### src/design/watchpoint_pool_unit_defines.svh
// Assertion macros shared by the watchpoint pool RTL.
`ifndef WATCHPOINT_POOL_UNIT_DEFINES_SVH
`define WATCHPOINT_POOL_UNIT_DEFINES_SVH
`ifndef SYNTH
`define WPP_ASSERT_NOW(lbl, ante, cons, msg) \
  lbl: assert property (@(posedge clk_i) disable iff (!rst_ni) (ante) |-> (cons)) \
    else $error(msg);
`define WPP_ASSERT_NEXT(lbl, ante, cons, msg) \
  lbl: assert property (@(posedge clk_i) disable iff (!rst_ni) (ante) |=> (cons)) \
    else $error(msg);
`else
`define WPP_ASSERT_NOW(lbl, ante, cons, msg)
`define WPP_ASSERT_NEXT(lbl, ante, cons, msg)
`endif
`endif

### src/design/wpp_pkg.sv
// Package with types and constants of the watchpoint pool.
`timescale 1ns / 1ps
`default_nettype none
package wpp_pkg;
  localparam int NumSlots = 32;
  localparam int SlotW    = 5;
  localparam int CntW     = 6;
  localparam int RegW     = 5;
  localparam int NumRegs  = 32;
  localparam int ValW     = 32;

  typedef enum logic [2:0] {
    CMD_UPDATE = 3'd0,
    CMD_ALLOC  = 3'd1,
    CMD_FREE   = 3'd2,
    CMD_CHECK  = 3'd3,
    CMD_LIST   = 3'd4
  } cmd_e;

  typedef enum logic [1:0] {
    ST_OK       = 2'd0,
    ST_EMPTY    = 2'd1,
    ST_NONE     = 2'd2,
    ST_NOTFOUND = 2'd3
  } status_e;

  typedef enum logic [1:0] {
    ACT_HOLD   = 2'd0,
    ACT_ROT    = 2'd1,
    ACT_DROP   = 2'd2,
    ACT_APPEND = 2'd3
  } act_op_e;

  typedef enum logic [1:0] {
    FREE_HOLD = 2'd0,
    FREE_POP  = 2'd1,
    FREE_PUSH = 2'd2
  } free_op_e;

  typedef struct packed {
    logic [SlotW-1:0] slot;
    logic [RegW-1:0]  wreg;
    logic [ValW-1:0]  value;
  } act_ent_t;

  typedef struct packed {
    act_op_e         op;
    logic [CntW-1:0] count;
    act_ent_t        wrap;
  } act_ctl_t;

  typedef struct packed {
    free_op_e         op;
    logic [SlotW-1:0] push_slot;
  } free_ctl_t;
endpackage
`default_nettype wire

### src/design/wpp_act_cell.sv
// One cell of the ordered active watchpoint chain.
`timescale 1ns / 1ps
`default_nettype none
module wpp_act_cell (
  input  wire logic                      clk_i,
  input  wire logic                      rst_ni,
  input  wire logic [wpp_pkg::SlotW-1:0] cell_idx_i,
  input  wire wpp_pkg::act_ctl_t         ctl_i,
  input  wire wpp_pkg::act_ent_t         nbr_i,
  output wpp_pkg::act_ent_t              ent_o
);
  wpp_pkg::act_ent_t ent_q, ent_d;
  logic [wpp_pkg::CntW-1:0] idx;
  logic is_last, below_last, is_next;

  assign idx        = {1'b0, cell_idx_i};
  assign is_last    = (idx == ctl_i.count - wpp_pkg::CntW'(1)) && (ctl_i.count != '0);
  assign below_last = (idx + wpp_pkg::CntW'(1)) < ctl_i.count;
  assign is_next    = (idx == ctl_i.count);

  always_comb begin
    ent_d = ent_q;
    case (ctl_i.op)
      wpp_pkg::ACT_ROT: begin
        if (is_last) ent_d = ctl_i.wrap;
        else if (below_last) ent_d = nbr_i;
      end
      wpp_pkg::ACT_DROP: begin
        if (below_last) ent_d = nbr_i;
      end
      wpp_pkg::ACT_APPEND: begin
        if (is_next) ent_d = ctl_i.wrap;
      end
      default: ent_d = ent_q;
    endcase
  end

  always_ff @(posedge clk_i or negedge rst_ni) begin
    if (!rst_ni) begin
      ent_q <= '0;
    end else begin
      ent_q <= ent_d;
    end
  end

  assign ent_o = ent_q;
endmodule
`default_nettype wire

### config.mk
export PLATFORM = sky130hd
export DESIGN_NAME = wpp_act_cell
export DESIGN_NICKNAME = d
export VERILOG_FILES = /design/src/design/watchpoint_pool_unit_defines.svh /design/src/design/wpp_pkg.sv /design/src/design/wpp_act_cell.sv
export SDC_FILE = /design/constraint.sdc
export NUM_CORES = 1
export LEC_CHECK = 0
export BUFFER_PORTS_ARGS = -buffer_cell sky130_fd_sc_hd__buf_2
export CAP_MARGIN = 20
export CORE_MARGIN = 5
export CORE_UTILIZATION = 30
export CTS_CLUSTER_DIAMETER = 60
export DETAILED_ROUTE_END_ITERATION = 8
export SLEW_MARGIN = 20
export SYNTH_ARGS = -nofsm -noshare
export SYNTH_HDL_FRONTEND = slang
export SYNTH_SLANG_ARGS = --single-unit
export TNS_END_PERCENT = 1
### constraint.sdc
create_clock -name clk_i -period 1.1 [get_ports clk_i]
set_input_delay 0.11 -clock clk_i [delete_from_list [all_inputs] [get_ports clk_i]]
set_output_delay 0.11 -clock clk_i [all_outputs]
set_load 0.03 [all_outputs]
==> flow_summary.ini <==
[sta]
finalHoldViolCount = 0
finalSetupViolations = 42
fin_hold_ws_ns = 0.209
setup_tns_ns = -42.09
layout_setup_ws_ns = -1.03
period_needed_ns = 2.13
worst_pin_slew_ns = 0.542
slew_headroom = 0.638
rsz0062_at_grt = yes
max_freq_mhz = 469
fin_crit_sh = 1.94
slew_violations = 0
fin_skew_ns = 0

[floorplanning]
start_util = 0.307
die_w_um = 121
io_pins = 141
rows = 40
chipHeight_um = 121
die-area_mm2 = 0.0147
core_area_mm2 = 0.0121

[route]
wl_per_cell_um = 18.2
met3_length_um = 987
routed.top_layer = met4
first_pass_iters = 4
dr_wl_met2_um = 6650
drt_iter0_drc = 312
drc = 0
routed_wirelength_um = 13800
vias = 4137
wl_met1_um = 5860
postRouteAntennaNets = 0
via_per_inst = 5.45

[synthesis]
synth_top_family_by_area = compound AO/OA/AOI/OAI gates
async_reset_ff_frac = 1.00
synth_xor_area_frac = 0.0213
yosysSeqAreaShare = 0.284
synthTopCellsByArea = dfrtp_1 (28%), mux2_2 (12%), o32a_1 (11%)
synthAdderAreaFrac = 0.0372
yosysWarnings = 0
synth_common_cells = nor2_1 (47), dfrtp_1 (42), o32a_1 (42)
syn-cell-area_mm2 = 0.00370
synth_compound_area_frac = 0.229
synth-seq-cells = 42
synthesis.instances = 391
netlist.area_leader.share = 0.284
yosysUniqueCellTypes = 34
synth_edf_count = 0
syn_nets = 501
synth.most_common_cell = nor2_1
synth-simple-area-share = 0.225
synthFlopType = dfrtp_1
syn_avg_cell_area_um2 = 9.47
yosysTopAreaCell = dfrtp_1
muxShareOfSynthArea = 0.127

[layout]
final_nets = 700
postLayoutCoreUtil = 0.487
diodes = 0
syn_to_final_growth_pct = 58.6
drive_gt1_frac = 0.547
largest_reg_flops = 42

[setup_path]
r2r_cells = 3
timing.rr.end = ent_o[40]
critical_path_arrival_ns = 2.30
rrSetupSlack_ns = -0.17
crit_chain = buf_8 -> ha_4 -> nand3_2 -> xnor2_2 -> ha_1 -> nand4_1 -> o221a_4 -> clkbuf_16 -> mux2_4 -> o2bb2ai_2 -> o32a_1
cp-startpoint = cell_idx_i[1]
cp_top_family = compound AO/OA/AOI/OAI gates
max_stage_delay_ns = 0.35
slowest_stage = o221a_4
critical_path_class = input pin to flip-flop
startpoint_type = input pin
worstPathRequired_ns = 1.27
path_buf_inv = 2
end_kind = flip-flop
critical_path.max_fanout = 7
worst-path-stages = 11
crit_end = ent_o[40]
r2r-start = ent_o[40]

[placement]
dp_hpwl_um = 9300
routabilityCongestion = 0.860
io_buffers = 140

[clock_tree]
clk_pin_slew_worst_paths_ns = 0.06
numCtsBuffers = 5
clkSinkCount = 42
root_buffer = clkbuf_16
cts_max_level = 2
clkLatencyLatePin_ns = 0.28
clockBufferDepth = 2
tritoncts = built

[outcome]
status = complete, but fails checks
violations = setup timing

[power_and_ir_drop]
p_per_area_mw_per_mm2 = 1380
p_leak_nw = 2.80
max-vdd-ir-drop_mv = 0.562

[global_routing]
grt_overflow = 0
grt_max_degree = 44
antenna_found_initial = 0
grt_pass1_vias = 4332
grt.total_usage = 0.173
grt_pass1_wl_um = 20800

[job]
cap_violations = 0

[min_path]
hp-class = input pin to flip-flop
-- worst register-to-register path, cell delays in order (launching register included) --
cell,delay [ns]
dfrtp_1,0.40
mux2_4,0.29
o2bb2ai_2,0.12
o32a_1,0.34
-- cell usage in the layout, fill, tap and decap left out, types with 2 or more instances in the layout --
master	count
buf_4	73
xor2_1	3
dfrtp_1	42
buf_12	13
ha_1	8
buf_2	135
and3_1	41
nor3_1	2
o2bb2ai_2	31
clkbuf_16	8
xnor2_1	5
inv_1	9
nor2_1	45
mux2_4	36
a31oi_1	3
ha_2	2
nor3b_1	41
o32a_1	42
a21oi_2	2
o2bb2ai_1	10
nand4_1	3
buf_6	6
nand2_1	4
mux2_2	5
-- timing repair --
item,4_1_cts,5_1_grt
resized for setup,3,82
buffers inserted,0,2
hold buffers,1,0
pin swaps,0,40
setup endpoints to repair,44,73
hold endpoints to repair,42,0
cloned,0,4
-- final cells by class --
cell class	count	area, um2
Tap cell	168	210
Multi-Input combinational cell	300	2780
Inverter	9	33.8
Sequential cell	42	1050
Timing Repair Buffer	232	1650
Clock inverter	1	5.00
Clock buffer	7	143
Fill cell	1121	6190
-- power breakdown --
group          leakage [nW]  switching [W]  internal (W)
Clock                0.0739       0.000638      0.000902
Combinational          2.26        0.00226       0.00219
Sequential            0.469       0.000206       0.00193
Total                  2.80        0.00310       0.00502
-- routing by layer --
| layer | vias up | GRT usage |
|---|---|---|
| met4 | 0 | 0.0659 |
| met2 | 160 | 0.279 |
| met1 | 2031 | 0.223 |
| met3 | 26 | 0.0406 |
| li1 | 1920 | - |
| met5 | - | 0 |
-- through the flow --
step | area (um2) | setup WS (ns) | std cells | power (W)
6_report | 5870 | -1.03 | 759 | 0.00812
5_1_grt | 5870 | -1.12 | 759 | 0.00855
4_1_cts | 5390 | -1.06 | 753 | 0.00770
3_5_place_dp | 5220 | -1.36 | 744 | 0.00612
3_3_place_gp | 5220 | -1.32 | 744 | 0.00600
2_1_floorplan | 3780 | -1.07 | 391 | 0.00440
-- cells by family after synthesis --
| logic type | count (synthesis) |
|---|---|
| muxes | 42 |
| and+or+nand+nor | 144 |
| adders and majority gates | 11 |
| DFF | 42 |
| AOI/OAI and AO/OA | 94 |
| xor gates and xnor gates | 9 |
| buffers and inverters | 49 |
-- how the worst min path moves through the flow --
stage / from / endpoint / slack (ns) / depth (start not counted)
final: ctl_i[20] / ent_o[20] / 0.21 / 3
after global routing: ctl_i[28] / ent_o[28] / 0.22 / 3
after CTS: ctl_i[36] / ent_o[36] / 0.20 / 3
after detailed placement: rst_ni / ent_o[23] / 0.11 / 2
after global placement: rst_ni / ent_o[23] / 0.12 / 2
after floorplan: rst_ni / ent_o[0] / -0.19 / 0
Power figures use the tool's default switching activity.
